==> config.mk <==
export PLATFORM = sky130hd
export DESIGN_NAME = bavg_band_div
export DESIGN_NICKNAME = d
export VERILOG_FILES = /design/src/hw/rtl/block_average_downscaler_core_macros.svh /design/src/hw/rtl/bavg_pkg.sv /design/src/hw/rtl/bavg_band_div.sv
export SDC_FILE = /design/constraint.sdc
export NUM_CORES = 1
export LEC_CHECK = 0
export BUFFER_PORTS_ARGS = -buffer_cell sky130_fd_sc_hd__buf_4
export CAP_MARGIN = 10
export CORE_UTILIZATION = 54
export DETAILED_ROUTE_END_ITERATION = 7
export HOLD_SLACK_MARGIN = 0.02
export PLACE_DENSITY = 0.83
export SLEW_MARGIN = 0
export SYNTH_ARGS = -nofsm -noshare
export SYNTH_HDL_FRONTEND = slang
export SYNTH_SLANG_ARGS = --single-unit
==> constraint.sdc <==
create_clock -name clk -period 4 [get_ports clk]
set_input_delay 0.8 -clock clk [delete_from_list [all_inputs] [get_ports clk]]
set_output_delay 0.8 -clock clk [all_outputs]
set_load 0.01 [all_outputs]
==> src/hw/rtl/block_average_downscaler_core_macros.svh <==
// Assertion macros for the block average downscaler.
// Used by the core top level; expects clk and arst_n in scope.
`ifndef BLOCK_AVERAGE_DOWNSCALER_CORE_MACROS_SVH
`define BLOCK_AVERAGE_DOWNSCALER_CORE_MACROS_SVH

// Same-cycle implication, disabled during reset
`define BAVG_ASSERT_IMP(label, ante, cons, msg) \
	label: assert property (@(posedge clk) disable iff (!arst_n) (ante) |-> (cons)) \
		else $error(msg);

// Next-cycle implication, disabled during reset
`define BAVG_ASSERT_NXT(label, ante, cons, msg) \
	label: assert property (@(posedge clk) disable iff (!arst_n) (ante) |=> (cons)) \
		else $error(msg);

`endif

==> src/hw/rtl/bavg_pkg.sv <==
// Shared types, field widths, register codes and reciprocal table
// for the block average downscaler. No dependencies.
`default_nettype none

package bavg_pkg;

	// Fixed field and register widths
	localparam int SAMPLE_W       = 8;
	localparam int CHIDX_W        = 2;
	localparam int LINE_WIDTH_W   = 12;
	localparam int FRAME_HEIGHT_W = 13;
	localparam int CC_W           = 3;
	localparam int BS_W           = 4;
	localparam int ROW_W          = 12;
	localparam int CFG_IDX_W      = 2;
	localparam int CFG_DATA_W     = 13;

	localparam int FRAME_ROWS_MAX = 4096;

	// Register reset values
	localparam logic [LINE_WIDTH_W-1:0]   LINE_WIDTH_RST   = 12'd1920;
	localparam logic [FRAME_HEIGHT_W-1:0] FRAME_HEIGHT_RST = 13'd1080;
	localparam logic [CC_W-1:0]           CHANNEL_CNT_RST  = 3'd3;
	localparam logic [BS_W-1:0]           BLOCK_SIZE_RST   = 4'd3;

	// Register indexes on the configuration channel
	typedef enum logic [CFG_IDX_W-1:0] {
		CFG_LINE_WIDTH,
		CFG_FRAME_HEIGHT,
		CFG_CHANNEL_COUNT,
		CFG_BLOCK_SIZE
	} bavg_cfg_idx_t;

	// ceil(2^24 / (bs*bs)), exact truncated quotient for sums below 2^16
	localparam int RECIP_W     = 25;
	localparam int RECIP_SHIFT = 24;
	localparam logic [RECIP_W-1:0] RECIP_TABLE [16] = '{
		25'd16777216, 25'd16777216, 25'd4194304, 25'd1864136,
		25'd1048576,  25'd671089,   25'd466034,  25'd342393,
		25'd262144,   25'd207127,   25'd167773,  25'd138655,
		25'd116509,   25'd99274,    25'd85599,   25'd74566
	};

	// Result sideband carried along the pipeline
	typedef struct packed {
		logic [CHIDX_W-1:0] channel_index;
		logic               row_end;
		logic               frame_end;
	} bavg_res_info_t;

	// Band divider status
	typedef struct packed {
		logic busy;
		logic done;
	} bavg_div_status_t;

endpackage

`default_nettype wire

==> src/hw/rtl/bavg_band_div.sv <==
// Restoring divider, one quotient bit a cycle: input row over block size.
// Rebuilds band index and row-in-band after a block size change. Uses bavg_pkg.
`default_nettype none

module bavg_band_div
	import bavg_pkg::*;
(
	input  wire logic             clk,
	input  wire logic             arst_n,
	input  wire logic             start,
	input  wire logic [ROW_W-1:0] dividend,
	input  wire logic [BS_W-1:0]  divisor,
	output bavg_div_status_t      status,
	output logic      [ROW_W-1:0] quotient,
	output logic      [BS_W-1:0]  remainder
);

	localparam int CNT_W = $clog2(ROW_W);

	logic             busy_q;
	logic             done_q;
	logic [CNT_W-1:0] cnt_q;
	logic [ROW_W-1:0] shreg_q;
	logic [BS_W-1:0]  rem_q;
	logic [BS_W-1:0]  div_q;
	logic [BS_W:0]    trial;
	logic             take;

	// One trial subtraction
	assign trial = {rem_q, shreg_q[ROW_W-1]};
	assign take  = trial >= {1'b0, div_q};

	// Control
	always_ff @(posedge clk or negedge arst_n) begin
		if (!arst_n) begin
			busy_q <= 1'b0;
			done_q <= 1'b0;
			cnt_q  <= '0;
		end else if (start) begin
			busy_q <= 1'b1;
			done_q <= 1'b0;
			cnt_q  <= '0;
		end else if (busy_q) begin
			cnt_q <= cnt_q + CNT_W'(1);
			if (cnt_q == CNT_W'(ROW_W - 1)) begin
				busy_q <= 1'b0;
				done_q <= 1'b1;
			end
		end else begin
			done_q <= 1'b0;
		end
	end

	// Datapath
	always_ff @(posedge clk) begin
		if (start) begin
			shreg_q <= dividend;
			rem_q   <= '0;
			div_q   <= divisor;
		end else if (busy_q) begin
			shreg_q <= {shreg_q[ROW_W-2:0], take};
			rem_q   <= take ? BS_W'(trial - {1'b0, div_q}) : trial[BS_W-1:0];
		end
	end

	assign status.busy = busy_q | done_q;
	assign status.done = done_q;
	assign quotient    = shreg_q;
	assign remainder   = rem_q;

endmodule

`default_nettype wire

## Word level (Yosys, flattened, before mapping)

Cells that the tools add are included.

| word-level totals | value |
|---|---|
| register bits | 26 |
| bits in latches | 0 |
| memory bits (writable) | 0 |
| ROM bits | 0 |
| input bits | 19 |
| output and inout bits | 18 |
| logic and storage cells | 24 |
| memories kept | 0 |

| cells by class | value |
|---|---|
| add/sub/neg operators | 2 |
| multipliers | 0 |
| div/mod/pow operators | 0 |
| order comparisons | 1 |
| equality and inequality tests | 2 |
| shifts and indexed selects | 0 |
| mux-type cells | 11 |
| bitwise logic cells | 1 |
| reductions and logical operators | 1 |

Operators by type and width:

| cell | number |
|---|---|
| 12-bit two-way mux | 2 |
| 4-bit two-way mux | 3 |
| 1-bit two-way mux | 6 |
| 5-bit by 4-bit greater-or-equal comparator with 1-bit output | 1 |
| 4-bit by 1-bit adder with 4-bit output, second input constant | 1 |
| 4-bit equality test, second input constant | 1 |
| 4-bit subtractor | 1 |
| 3-bit by 2-bit inequality test with 1-bit output, second input constant | 1 |
| 2-bit nonzero test | 1 |
| 1-bit bitwise OR | 1 |

## Logic depth before layout (Yosys ltp)

| logic depth | value |
|---|---|
| word-level depth | 4 |
| mapped depth | 6 |
| mapped depth without buffers | 6 |

## Worst setup path after synthesis

No wires, ideal clock.

| timing path | value |
|---|---|
| kind | reg-to-reg |
| from | register div_q[1] |
| to | register shreg_q[0], in the netlist quotient[0], data pin |
| setup time | 260 ps |
| arrival time | 1,553 ps |
| required time | 3,740 ps |
| setup slack | 2,187 ps |
| stages on the path, launching flop included | 7 |
| buffers on the path | 0 |
| clock period less this slack | 1,813 ps |
| cell sequence | edfxtp_1 inv_1 ha_1 nor2b_1 o221a_4 or2_4 mux2_2 |

| on the way | value |
|---|---|
| cells in the longest elaborated chain, start to end | 3 |

Ends and longest elaborated chain:

| what | line | RTL |
|---|---|---|
| start, declared | bavg_band_div.sv:25 | `logic [BS_W-1:0] div_q;` |
| start signal, assigned | bavg_band_div.sv:59 | `div_q <= divisor;` |
| 5-bit by 4-bit greater-or-equal comparator with 1-bit output | bavg_band_div.sv:31 | `assign take = trial >= {1'b0, div_q};` |
| 12-bit two-way mux | bavg_band_div.sv:60 | `end else if (busy_q) begin` |
| 12-bit two-way mux | bavg_band_div.sv:56 | `if (start) begin` |
| end signal, assigned | bavg_band_div.sv:57 | `shreg_q <= dividend;` |
| end signal, assigned | bavg_band_div.sv:61 | `shreg_q <= {shreg_q[ROW_W-2:0], take};` |
| end, declared | bavg_band_div.sv:23 | `logic [ROW_W-1:0] shreg_q;` |

Every way passes these cells. The select of a mux whose other input is x is not followed.
A chain may end at the register's enable or synchronous reset.

==> results.sh <==
export IMPL_layout_common_cells="buf_4 (36), edfxtp_1 (16), mux2_2 (12), inv_1 (8)"
export IMPL_clk_pin_slew_ns=0.13
export IMPL_hp_class="input port to async pin"
export IMPL_routed_wl_um=2145
export IMPL_drv_slew=0
export IMPL_powerDensity_nw_per_um2=477.3
export IMPL_multiInputGateArea_um2=495.5
export IMPL_cts_tree="done"
export IMPL_seq_area_frac_synth=0.5663
export IMPL_synth_cell_types=33
export IMPL_row_count=17
export IMPL_drc=0
export IMPL_syn_inst=96
export IMPL_finClkSkew_ns=0.004028
export IMPL_drt_initial_drc_count=9
export IMPL_worst_pin_slew_ns=0.4787
export IMPL_grt_pass1_wl_um=3512
export IMPL_critPathLaunchType="flip-flop"
export IMPL_synth_async_reset_ratio=0.2308
export IMPL_critical_path_class="flip-flop to primary output"
export IMPL_synth_edf_count=16
export IMPL_cp_end_kind="primary output"
export IMPL_ir_worst_vdd_mv=0.2950
export IMPL_drive_above_1_share=0.4394
export IMPL_timing_final_crit_share=0.5500
export IMPL_die_area_um2=2521
export IMPL_fill_cells=158
export IMPL_status="finished, final reports clean"
export IMPL_setup_viol=0
export IMPL_clock_path_buffers=2
export IMPL_layout_nets=158
export IMPL_place_area_um2=1541
export IMPL_ctsHoldBuffers=0
export IMPL_fin_tns_setup_ns=0
export IMPL_grt_max_degree=29
export IMPL_area_delta_synth_final_pct=25.72
export IMPL_cts_sinks=26
export IMPL_grt_pass1_vias=801
export IMPL_post_cts_resize_count=0
export IMPL_final_common_cell="buf_4"
export IMPL_syn_num_nets=121
export IMPL_fin_crit_ns=2.200
export IMPL_diodes=0
export IMPL_grt_use_total=0.1919
export IMPL_drv_cap=0
export IMPL_port_buffers=36
export IMPL_clock_fmax_ghz=0.4546
export IMPL_cts_root_buffer="clkbuf_4"
export IMPL_core_area_um2=2191
export IMPL_overflow=0
export IMPL_cts_made_buffers=3
export IMPL_synth_top_flop_cell="edfxtp_1"
export IMPL_dpl_hpwl_um=1583
export IMPL_fin_area_um2=1578
export IMPL_grt_setup_unrepaired="no"
export IMPL_cts_setup_buffers=0
export IMPL_yosysWarnings=0
export IMPL_slew_headroom=0.6809
export IMPL_regArea_um2=710.7
export IMPL_antenna_found_initial=0
export IMPL_synthesis_area_um2=1255
export IMPL_ioPinCount=37
export IMPL_die_h_um=50.21
export IMPL_critPathMaxFanout=17
export IMPL_synth_seq_cells=26
export IMPL_worstPathArrival_ns=1.40
export IMPL_start_util=0.5728
export IMPL_wire_per_inst_um=13.41
export IMPL_htree_levels=1
export IMPL_fp_dieW_um=50.21
export IMPL_clkLatencyLatePin_ns=0.32
export IMPL_via_count=867
export IMPL_hold_viol=0
export IMPL_leakage_nw=0.6976
export IMPL_gp_congestion=0.8342
export IMPL_power_uw=753.1
export IMPL_first_pass_iters=4
export IMPL_worstPathRequired_ns=3.20
export IMPL_antenna_left=0
export IMPL_synth_avg_cell_area_um2=13.07
export IMPL_viasPerCell=5.419
==> sequential cells by signal, indices dropped and copies added, names as in the netlist <==
name	cells
busy_q	1
remainder	4
div_q	4
cnt_q	4
done_q	1
quotient	12
==> Yosys cell counts (2+ instances only) <==
| cell | count | share of area |
|---|---|---|
| nor2_1 | 6 | 0.018 |
| ha_1 | 5 | 0.050 |
| nor4b_1 | 2 | 0.014 |
| xnor2_1 | 2 | 0.014 |
| o21ai_0 | 2 | 0.0080 |
| or2_2 | 2 | 0.010 |
| o21bai_1 | 2 | 0.012 |
| o22ai_1 | 2 | 0.010 |
| nor2b_1 | 2 | 0.010 |
| a311oi_1 | 2 | 0.014 |
| dfxtp_1 | 4 | 0.064 |
| nand2_1 | 3 | 0.0090 |
| edfxtp_1 | 16 | 0.38 |
| dfrtp_1 | 6 | 0.12 |
| mux2_2 | 12 | 0.11 |
| nand4_1 | 2 | 0.010 |
| xor2_1 | 2 | 0.014 |
| inv_1 | 8 | 0.024 |
| clkbuf_1 | 2 | 0.0060 |
==> path summary, 6_finish.rpt <==
kind                           endpoint          from  slack, ns  cells after the start
setup reg to reg            quotient[0]      div_q[1]       2.11                      6
max in group asynchronous      cnt_q[0]        arst_n       3.63                      1
hold reg to reg            remainder[3]  remainder[3]       0.51                      2
setup / recovery              status[1]        busy_q       1.80                      2
min in group clk           remainder[3]  remainder[3]       0.51                      2
hold / removal                 cnt_q[2]        arst_n       0.26                      1
==> cell families after synthesis <==
| group | count (synthesis) | synth area share |
|---|---|---|
| compound gates | 13 | 0.08575 |
| xor+xnor | 4 | 0.02792 |
| fa+ha+maj | 6 | 0.06580 |
| buf+inv | 12 | 0.03889 |
| flops | 26 | 0.5663 |
| mux | 13 | 0.1157 |
| simple gates | 22 | 0.09970 |
==> routing by layer <==
metal  global-route usage  share of wire
met5                    0              0
met1               0.2460           0.43
met3              0.04242          0.050
met2               0.3089           0.50
met4              0.08571          0.020
==> metrics by stage <==
step	worst slack (ns)	instances	hold slack [ns]	util
detailed placement	2.125	156	0.4921	0.7036
finish	1.800	160	0.2597	0.7202
global route	1.726	160	0.2423	0.7202
global placement	2.164	156	0.4789	0.7036
CTS	1.783	160	0.2497	0.7202
floorplan	2.187	96	0.5044	-
==> power by group <==
group	internal (mW)	total (mW)	switching (mW)
sequential	0.333	0.365	0.0321
clock	0.0557	0.130	0.0747
combinational	0.141	0.257	0.117
total	0.530	0.753	0.224
==> final cells by class <==
type,instances,share of cell area
tap,28,0.02220
clock buffer,4,0.02300
multi-input combinational,58,0.3140
timing repair buffer,36,0.1713
sequential,26,0.4504
inverter,8,0.01903
==> critical path, cell delays in order, from the launching register on <==
cell and delay, ns:
dfrtp_1 0.58, or2_2 0.36, buf_4 0.14
Note: power is estimated with default switching activity, not from simulation.
