## src/hw/rtl/block_average_downscaler_core_macros.svh

```systemverilog
// Assertion macros for the block average downscaler.
// Used by the core top level; expects clk and arst_n in scope.
`ifndef BLOCK_AVERAGE_DOWNSCALER_CORE_MACROS_SVH
`define BLOCK_AVERAGE_DOWNSCALER_CORE_MACROS_SVH

// Same-cycle implication, disabled during reset
`define BAVG_ASSERT_IMP(label, ante, cons, msg) \
	label: assert property (@(posedge clk) disable iff (!arst_n) (ante) |-> (cons)) \
		else $error(msg);

// Next-cycle implication, disabled during reset
`define BAVG_ASSERT_NXT(label, ante, cons, msg) \
	label: assert property (@(posedge clk) disable iff (!arst_n) (ante) |=> (cons)) \
		else $error(msg);

`endif

```

## src/hw/rtl/bavg_pkg.sv

```systemverilog
// Shared types, field widths, register codes and reciprocal table
// for the block average downscaler. No dependencies.
`default_nettype none

package bavg_pkg;

	// Fixed field and register widths
	localparam int SAMPLE_W       = 8;
	localparam int CHIDX_W        = 2;
	localparam int LINE_WIDTH_W   = 12;
	localparam int FRAME_HEIGHT_W = 13;
	localparam int CC_W           = 3;
	localparam int BS_W           = 4;
	localparam int ROW_W          = 12;
	localparam int CFG_IDX_W      = 2;
	localparam int CFG_DATA_W     = 13;

	localparam int FRAME_ROWS_MAX = 4096;

	// Register reset values
	localparam logic [LINE_WIDTH_W-1:0]   LINE_WIDTH_RST   = 12'd1920;
	localparam logic [FRAME_HEIGHT_W-1:0] FRAME_HEIGHT_RST = 13'd1080;
	localparam logic [CC_W-1:0]           CHANNEL_CNT_RST  = 3'd3;
	localparam logic [BS_W-1:0]           BLOCK_SIZE_RST   = 4'd3;

	// Register indexes on the configuration channel
	typedef enum logic [CFG_IDX_W-1:0] {
		CFG_LINE_WIDTH,
		CFG_FRAME_HEIGHT,
		CFG_CHANNEL_COUNT,
		CFG_BLOCK_SIZE
	} bavg_cfg_idx_t;

	// ceil(2^24 / (bs*bs)), exact truncated quotient for sums below 2^16
	localparam int RECIP_W     = 25;
	localparam int RECIP_SHIFT = 24;
	localparam logic [RECIP_W-1:0] RECIP_TABLE [16] = '{
		25'd16777216, 25'd16777216, 25'd4194304, 25'd1864136,
		25'd1048576,  25'd671089,   25'd466034,  25'd342393,
		25'd262144,   25'd207127,   25'd167773,  25'd138655,
		25'd116509,   25'd99274,    25'd85599,   25'd74566
	};

	// Result sideband carried along the pipeline
	typedef struct packed {
		logic [CHIDX_W-1:0] channel_index;
		logic               row_end;
		logic               frame_end;
	} bavg_res_info_t;

	// Band divider status
	typedef struct packed {
		logic busy;
		logic done;
	} bavg_div_status_t;

endpackage

`default_nettype wire

```

## src/hw/rtl/bavg_intf.sv

```systemverilog
// Channel interfaces: sample input, average output, configuration write.
// Depends on bavg_pkg.
`default_nettype none


interface bavg_out_if
	import bavg_pkg::*;
();
	logic                valid;
	logic                ready;
	logic [SAMPLE_W-1:0] average;
	logic [CHIDX_W-1:0]  channel_index;
	logic                row_end;
	logic                frame_end;

	modport source (output valid, output average, output channel_index,
		output row_end, output frame_end, input ready);
	modport sink (input valid, input average, input channel_index,
		input row_end, input frame_end, output ready);
endinterface


`default_nettype wire

```

## src/hw/rtl/bavg_avg_out.sv

```systemverilog
// Average stage: block sum times reciprocal of block area, then the
// output register toward the result channel. Uses bavg_pkg and bavg_out_if.
`default_nettype none

module bavg_avg_out
	import bavg_pkg::*;
#(
	parameter int SUM_W = 14
) (
	input  wire logic             clk,
	input  wire logic             arst_n,
	input  wire logic             push_valid,
	output logic                  push_ready,
	input  wire logic [SUM_W-1:0] push_sum,
	input  bavg_res_info_t        push_info,
	input  wire logic [BS_W-1:0]  block_size,
	bavg_out_if.source            averages
);

	localparam int PROD_W = SUM_W + RECIP_W;

	logic                valid_s2;
	logic [SUM_W-1:0]    sum_s2;
	bavg_res_info_t      info_s2;
	logic                out_valid_q;
	logic [SAMPLE_W-1:0] avg_q;
	bavg_res_info_t      info_q;
	logic                out_free;
	logic [PROD_W-1:0]   prod;
	logic [SUM_W-1:0]    quo;
	logic [SAMPLE_W-1:0] avg;

	assign out_free   = !out_valid_q || averages.ready;
	assign push_ready = !valid_s2 || out_free;

	// Sum register
	always_ff @(posedge clk or negedge arst_n) begin
		if (!arst_n) begin
			valid_s2 <= 1'b0;
		end else if (push_ready) begin
			valid_s2 <= push_valid;
		end
	end

	always_ff @(posedge clk) begin
		if (push_ready && push_valid) begin
			sum_s2  <= push_sum;
			info_s2 <= push_info;
		end
	end

	// Division by block area through the reciprocal, saturated to 8 bits
	assign prod = PROD_W'(sum_s2) * PROD_W'(RECIP_TABLE[block_size]);
	assign quo  = prod[RECIP_SHIFT +: SUM_W];
	assign avg  = (quo > SUM_W'(255)) ? 8'hFF : quo[SAMPLE_W-1:0];

	// Output register
	always_ff @(posedge clk or negedge arst_n) begin
		if (!arst_n) begin
			out_valid_q <= 1'b0;
		end else if (out_free) begin
			out_valid_q <= valid_s2;
		end
	end

	always_ff @(posedge clk) begin
		if (out_free && valid_s2) begin
			avg_q  <= avg;
			info_q <= info_s2;
		end
	end

	assign averages.valid         = out_valid_q;
	assign averages.average       = avg_q;
	assign averages.channel_index = info_q.channel_index;
	assign averages.row_end       = info_q.row_end;
	assign averages.frame_end     = info_q.frame_end;

endmodule

`default_nettype wire

```

## src/flat_wrapper.sv

```systemverilog
// flat-port wrapper written by rule: the top's interface ports become plain ports
module bavg_avg_out_flat import bavg_pkg::*;
#(
	parameter int SUM_W = 14
)
  (clk, arst_n, push_valid, push_ready, push_sum, push_info, block_size, averages_valid, averages_average, averages_channel_index, averages_row_end, averages_frame_end, averages_ready);
  bavg_out_if averages_i ();
  input  wire logic clk;
  input  wire logic arst_n;
  input  wire logic push_valid;
  output logic push_ready;
  input  wire logic [SUM_W-1:0] push_sum;
  input  bavg_res_info_t push_info;
  input  wire logic [BS_W-1:0] block_size;
  output wire logic [$bits(averages_i.valid)-1:0] averages_valid;
  output wire logic [$bits(averages_i.average)-1:0] averages_average;
  output wire logic [$bits(averages_i.channel_index)-1:0] averages_channel_index;
  output wire logic [$bits(averages_i.row_end)-1:0] averages_row_end;
  output wire logic [$bits(averages_i.frame_end)-1:0] averages_frame_end;
  input wire logic [$bits(averages_i.ready)-1:0] averages_ready;
  assign averages_valid = averages_i.valid;
  assign averages_average = averages_i.average;
  assign averages_channel_index = averages_i.channel_index;
  assign averages_row_end = averages_i.row_end;
  assign averages_frame_end = averages_i.frame_end;
  assign averages_i.ready = averages_ready;
  bavg_avg_out #(.SUM_W(SUM_W)) u_core (.clk(clk), .arst_n(arst_n), .push_valid(push_valid), .push_ready(push_ready), .push_sum(push_sum), .push_info(push_info), .block_size(block_size), .averages(averages_i));
endmodule
```

## config.mk

```make
export PLATFORM = sky130hd
export DESIGN_NAME = bavg_avg_out_flat
export DESIGN_NICKNAME = d
export VERILOG_FILES = /design/src/hw/rtl/block_average_downscaler_core_macros.svh /design/src/hw/rtl/bavg_pkg.sv /design/src/hw/rtl/bavg_intf.sv /design/src/hw/rtl/bavg_avg_out.sv /design/src/flat_wrapper.sv
export SDC_FILE = /design/constraint.sdc
export NUM_CORES = 1
export LEC_CHECK = 0
export ABC_AREA = 1
export BUFFER_PORTS_ARGS = -buffer_cell sky130_fd_sc_hd__buf_2
export CORE_ASPECT_RATIO = 0.75
export CORE_MARGIN = 4
export CORE_UTILIZATION = 55
export DETAILED_ROUTE_END_ITERATION = 8
export GPL_TIMING_DRIVEN = 1
export MAX_ROUTING_LAYER = met4
export PLACE_DENSITY = 0.82
export SKIP_CTS_REPAIR_TIMING = 1
export SLEW_MARGIN = 20
export SYNTH_ARGS = -nofsm -noshare
export SYNTH_HDL_FRONTEND = slang
export SYNTH_SLANG_ARGS = --single-unit
```

## constraint.sdc

```tcl
create_clock -name clk -period 6.1 [get_ports clk]
set_clock_uncertainty 0.2 [all_clocks]
set_input_delay 0.305 -clock clk [delete_from_list [all_inputs] [get_ports clk]]
set_output_delay 0.305 -clock clk [all_outputs]
set_load 0.01 [all_outputs]
```

# [After elaboration in Yosys (flattened, before gate mapping)]
# Memory sizes are Yosys's and may differ from the RTL's.
# Cells that the tools add are included.
[word_totals] mem_count=1 mem_bits_ro=400 word_cells=23 ff_bits=32 output_inout_bits=14 inputBits=26
[memory_table] name="(no name shown)" depth=16 word_bits=25 rd=1 rd_ports_with_merged_regs=0 wr=0 line_no="bavg_avg_out.sv:53" text="assign prod = PROD_W'(sum_s2) * PROD_W'(RECIP_TABLE[block_size]);"
[classes] muxes=2 order_cmp=2 mul=1 bitwise_logic=1 reduce_logical=6
[ops] cell="two-way mux 25 bit" count=2
[ops] cell="multiplier 14 x 25 -> 38 bit" count=1
[ops] cell="> comparator 14 x 8 -> 1 bit (second input constant)" count=1
[ops] cell=">= comparator 5 bit (second input constant)" count=1
[ops] cell="inverter 4 -> 5 bit" count=1
[ops] cell="logical AND 1 bit" count=2
[ops] cell="logical NOT 1 bit" count=2
[ops] cell="logical OR 1 bit" count=2

# [Logic depth before layout (Yosys ltp)]
[depth] depth_word=6 depth_mapped=35 ltp_nobuf=35

# [Worst setup path after synthesis]
# OpenSTA, ideal clock, no wires.
[synth_path] path_type="in2reg" start="input block_size[0]" end="register u_core.avg_q[0] (netlist: u_core.averages.average[0]) (data pin)" setup_ns=0.265 arrival_ns=6.271 stages=31 path_buffers=0 required_ns=5.635 slack_ns=-0.636 cell_sequence="inv_1 ha_1 inv_1 nand2_1 nor2_1 clkinv_1 nand2_1 inv_1 nor2_1 fa_1 inv_1 fa_1 inv_1 fa_1 fa_1 fa_1 inv_1 fa_1 inv_1 ha_1 nand2_1 nor4_1 nand2_1 nand2_1 nand2_1 nand4_1 nand2_1 nor2_2 nand3_2 nor2_4 nand3_1"
[synth_between] elab_chain_len=6
[synth_rtl] item="from (decl)" line_no="flat_wrapper.sv:14" text="input wire logic [BS_W-1:0] block_size;"
[synth_rtl] item="inverter 4 -> 5 bit (implied by the code) (*)" line_no="bavg_avg_out.sv:53"
[synth_rtl] item="memory read (16 x 25 bit) (*)"
[synth_rtl] item="two-way mux 25 bit (implied by the code) (*) (2 in series)" line_no="bavg_avg_out.sv:53"
[synth_rtl] item="multiplier 14 x 25 -> 38 bit (*)" line_no="bavg_avg_out.sv:53"
[synth_rtl] item="> comparator 14 x 8 -> 1 bit" line_no="bavg_avg_out.sv:55" text="assign avg = (quo > SUM_W'(255)) ? 8'hFF : quo[SAMPLE_W-1:0];"
[synth_rtl] item="to (signal assigned)" line_no="bavg_avg_out.sv:68" text="avg_q <= avg;"
[synth_rtl] item="to (decl)" line_no="bavg_avg_out.sv:26" text="logic [SAMPLE_W-1:0] avg_q;"
# Mark *: on every way between the ends. The rest lies on a longest branch, timed or not. The select of a mux whose other input is x is not followed.
# A chain may end at the register's enable or synchronous reset.

# [Final worst setup path]
[layout_path] start="input block_size[0]" end="register u_core.avg_q[6] (netlist: u_core.averages.average[6]) (data pin)"
# Same word-level chain as after synthesis.

==> impl_metrics.tcl <==
set metrics [dict create \
    status "complete, but fails checks" \
    violations "setup timing" \
    synth-seq-cells 32 \
    port_buffers 39 \
    synth_top_area_frac 0.416 \
    num_vias 10953 \
    whs_path_depth 1 \
    wirelength_met1_um 15200 \
    r2r_start "u_core.sum_s2[10]$_DFFE_PP_" \
    cts_root_buf "clkbuf_16" \
    startpoint_type "input pin" \
    yosysUniqueCellTypes 44 \
    finalSetupViolations 8 \
    hold_end "u_core.sum_s2[9]$_DFFE_PP_" \
    hp-start "push_sum[9]" \
    start_util 0.558 \
    design_area_sq_um 15400 \
    nNetsFinal 2125 \
    io-pin-count 40 \
    clkLatencyLatePin_ns 0.29 \
    slew_violations 0 \
    grt_pass1_vias 11171 \
    synth-edff-count 30 \
    avgRoutedWirePerCell_um 18.9 \
    synth.yosys.warnings 0 \
    postSynthAreaPerCell_sq_um 8.03 \
    post-route-min-period_ns 6.55 \
    area_growth_pct 30.7 \
    cap_violations 0 \
    die_w_um 177 \
    rsz0062_at_grt "yes" \
    die_h_um 135 \
    period_share 1.07 \
    dieArea_sq_um 23900 \
    drt-total-wl_um 38300 \
    timing.fmax_ghz 0.153 \
    critPathMaxStageDelay_ns 0.55 \
    route.detailed.drc 0 \
    routabilityCongestion 0.990 \
    drtPass1Iterations 5 \
    synth_flop_cell "edfxtp_1" \
    synthTopCellsByArea "fa_1, ha_1, inv_1, nand2_1, edfxtp_1" \
    hp-class "input pin to flip-flop" \
    cp_slowest_cell "fa_1" \
    cts_buffers 5 \
    wl_met2_um 17400 \
    cts.clk_slew.worst_paths_ns 0.06 \
    antenna_found_initial 0 \
    track_usage 0.330 \
    syn_nets 1857 \
    arrival_ns 6.38 \
    netlist_area_sq_um 11800 \
    antenna_left 0 \
    yosysMostFrequentCell "inv_1" \
    grt_max_degree 21 \
    final.setup.worst_slack_ns -0.445 \
    dpl.hpwl_um 31700 \
    cts_max_level 2 \
    crit_fanout 8 \
    cts.sinks 32 \
    drt_first_iter_violations 1202 \
    ys_top_cells_by_count "inv_1, nand2_1, fa_1" \
    drive_gt1_frac 0.281 \
    relSlewSlack 0.384 \
    topRoutingLayerUsed "met4" \
    multiInputGateArea_sq_um 10200 \
    routed-wl-met3_um 4510 \
    reg2reg_slack_ns -0.29 \
    finalSetupTns_ns -3.42 \
    tightest_slew_ns 0.922 \
    core_sq_um 21100 \
    place_area_sq_um 14200 \
    netlist_instances 1468 \
    nFillCells 1555 \
    grt_pass1_wl_um 58500 \
    clockBufferDepth 2 \
    vias_per_cell 5.41 \
    reg2reg_to "u_core.averages.average[6]$_SDFFCE_PN1P_" \
    async_reset_ff_frac 0.0625 \
    rr_worst_depth 25 \
    cp-end-kind "flip-flop" \
    synth-seq-area-share 0.0806 \
    path_class "input pin to flip-flop" \
    whs_ns 0.000920 \
    n_antenna_cell 0 \
    cts_tree "built" \
    cp_common_cell "fa_1" \
    overflow 0 \
    hold_viol_final 0 \
    required_ns 5.93 \
    rows 46 \
    regArea_sq_um 951 \
    synth_top_area_cell "fa_1" \
]
[flip-flops by register name, indices dropped and copies added (netlist names)]
name	count
u_core.valid_s2	1
u_core.averages.channel_index	2
u_core.averages.average	8
u_core.averages.valid	1
u_core.averages.row_end	1
u_core.sum_s2	14
u_core.info_s2	4
u_core.averages.frame_end	1
[layout make-up]
type	instances	area share
clock buffer	5	0.00812
clock inverter	3	0.00276
inverter	363	0.0926
multi-input combinational	1044	0.659
sequential	32	0.0617
tap	288	0.0234
timing repair buffer	290	0.153
[layer usage]
metal  global-route usage  up-vias
met4               0.0902        0
met2                0.493      625
met1                0.451     5338
li1                     -     4882
met5                    -        -
met3               0.0901      108
[worst max path at each step]
stage	end	cells after the start	slack, ns	startpoint
after detailed placement	u_core.averages.average[2]$_SDFFCE_PN1P_	30	-0.96	block_size[0]
after global routing	u_core.averages.average[6]$_SDFFCE_PN1P_	30	-0.64	block_size[1]
final	u_core.averages.average[6]$_SDFFCE_PN1P_	28	-0.45	block_size[0]
after floorplan	u_core.averages.average[0]$_SDFFCE_PN1P_	30	-0.04	block_size[0]
after global placement	u_core.averages.average[5]$_SDFFCE_PN1P_	30	-0.91	block_size[0]
after CTS	u_core.averages.average[2]$_SDFFCE_PN1P_	30	-0.69	block_size[0]
[worst max-delay path: cells and delay by family]
kind | cells | cell delay, ns
AOI/OAI and AO/OA | 2 | 0.36
adders and majority gates | 8 | 3.46
and+or+nand+nor | 11 | 1.54
buffers and inverters | 7 | 0.72
[cell families (layout without fill, tap and decap cells)]
group / count (synthesis) / in the layout / share of synthesized area
XOR/XNOR: 9 / 9 / 0.00668
flip-flops: 32 / 32 / 0.0806
AO/OA/AOI/OAI: 97 / 97 / 0.0460
buffers and inverters: 392 / 661 / 0.126
AND/OR/NAND/NOR: 575 / 575 / 0.199
adder cells (fa/ha/maj): 363 / 363 / 0.541
[cell usage in the layout (no fill, tap or decap), types with 14 or more instances in the layout]
| cell | instances |
|---|---|
| ha_1 | 96 |
| buf_4 | 216 |
| fa_1 | 236 |
| buf_12 | 15 |
| edfxtp_1 | 30 |
| buf_2 | 35 |
| a21oi_2 | 18 |
| a21oi_1 | 25 |
| inv_1 | 331 |
| nand2_2 | 34 |
| o21ai_0 | 21 |
| nor2_1 | 199 |
| ha_4 | 19 |
| nand2_1 | 246 |
| nand3_2 | 14 |
| nor2_2 | 25 |
[per-stage QoR]
stage / cells / setup WS [ns] / utilization
floorplan: 1468 / -0.0414 / -
global placement: 1979 / -0.913 / 0.671
detailed placement: 1979 / -0.961 / 0.671
CTS: 1987 / -0.691 / 0.679
global route: 2025 / -0.643 / 0.730
finish: 2025 / -0.445 / 0.730
Power is left out: the tool's default activity adds up to more than one toggle a clock period on the data nets, which glitch-free logic cannot reach.
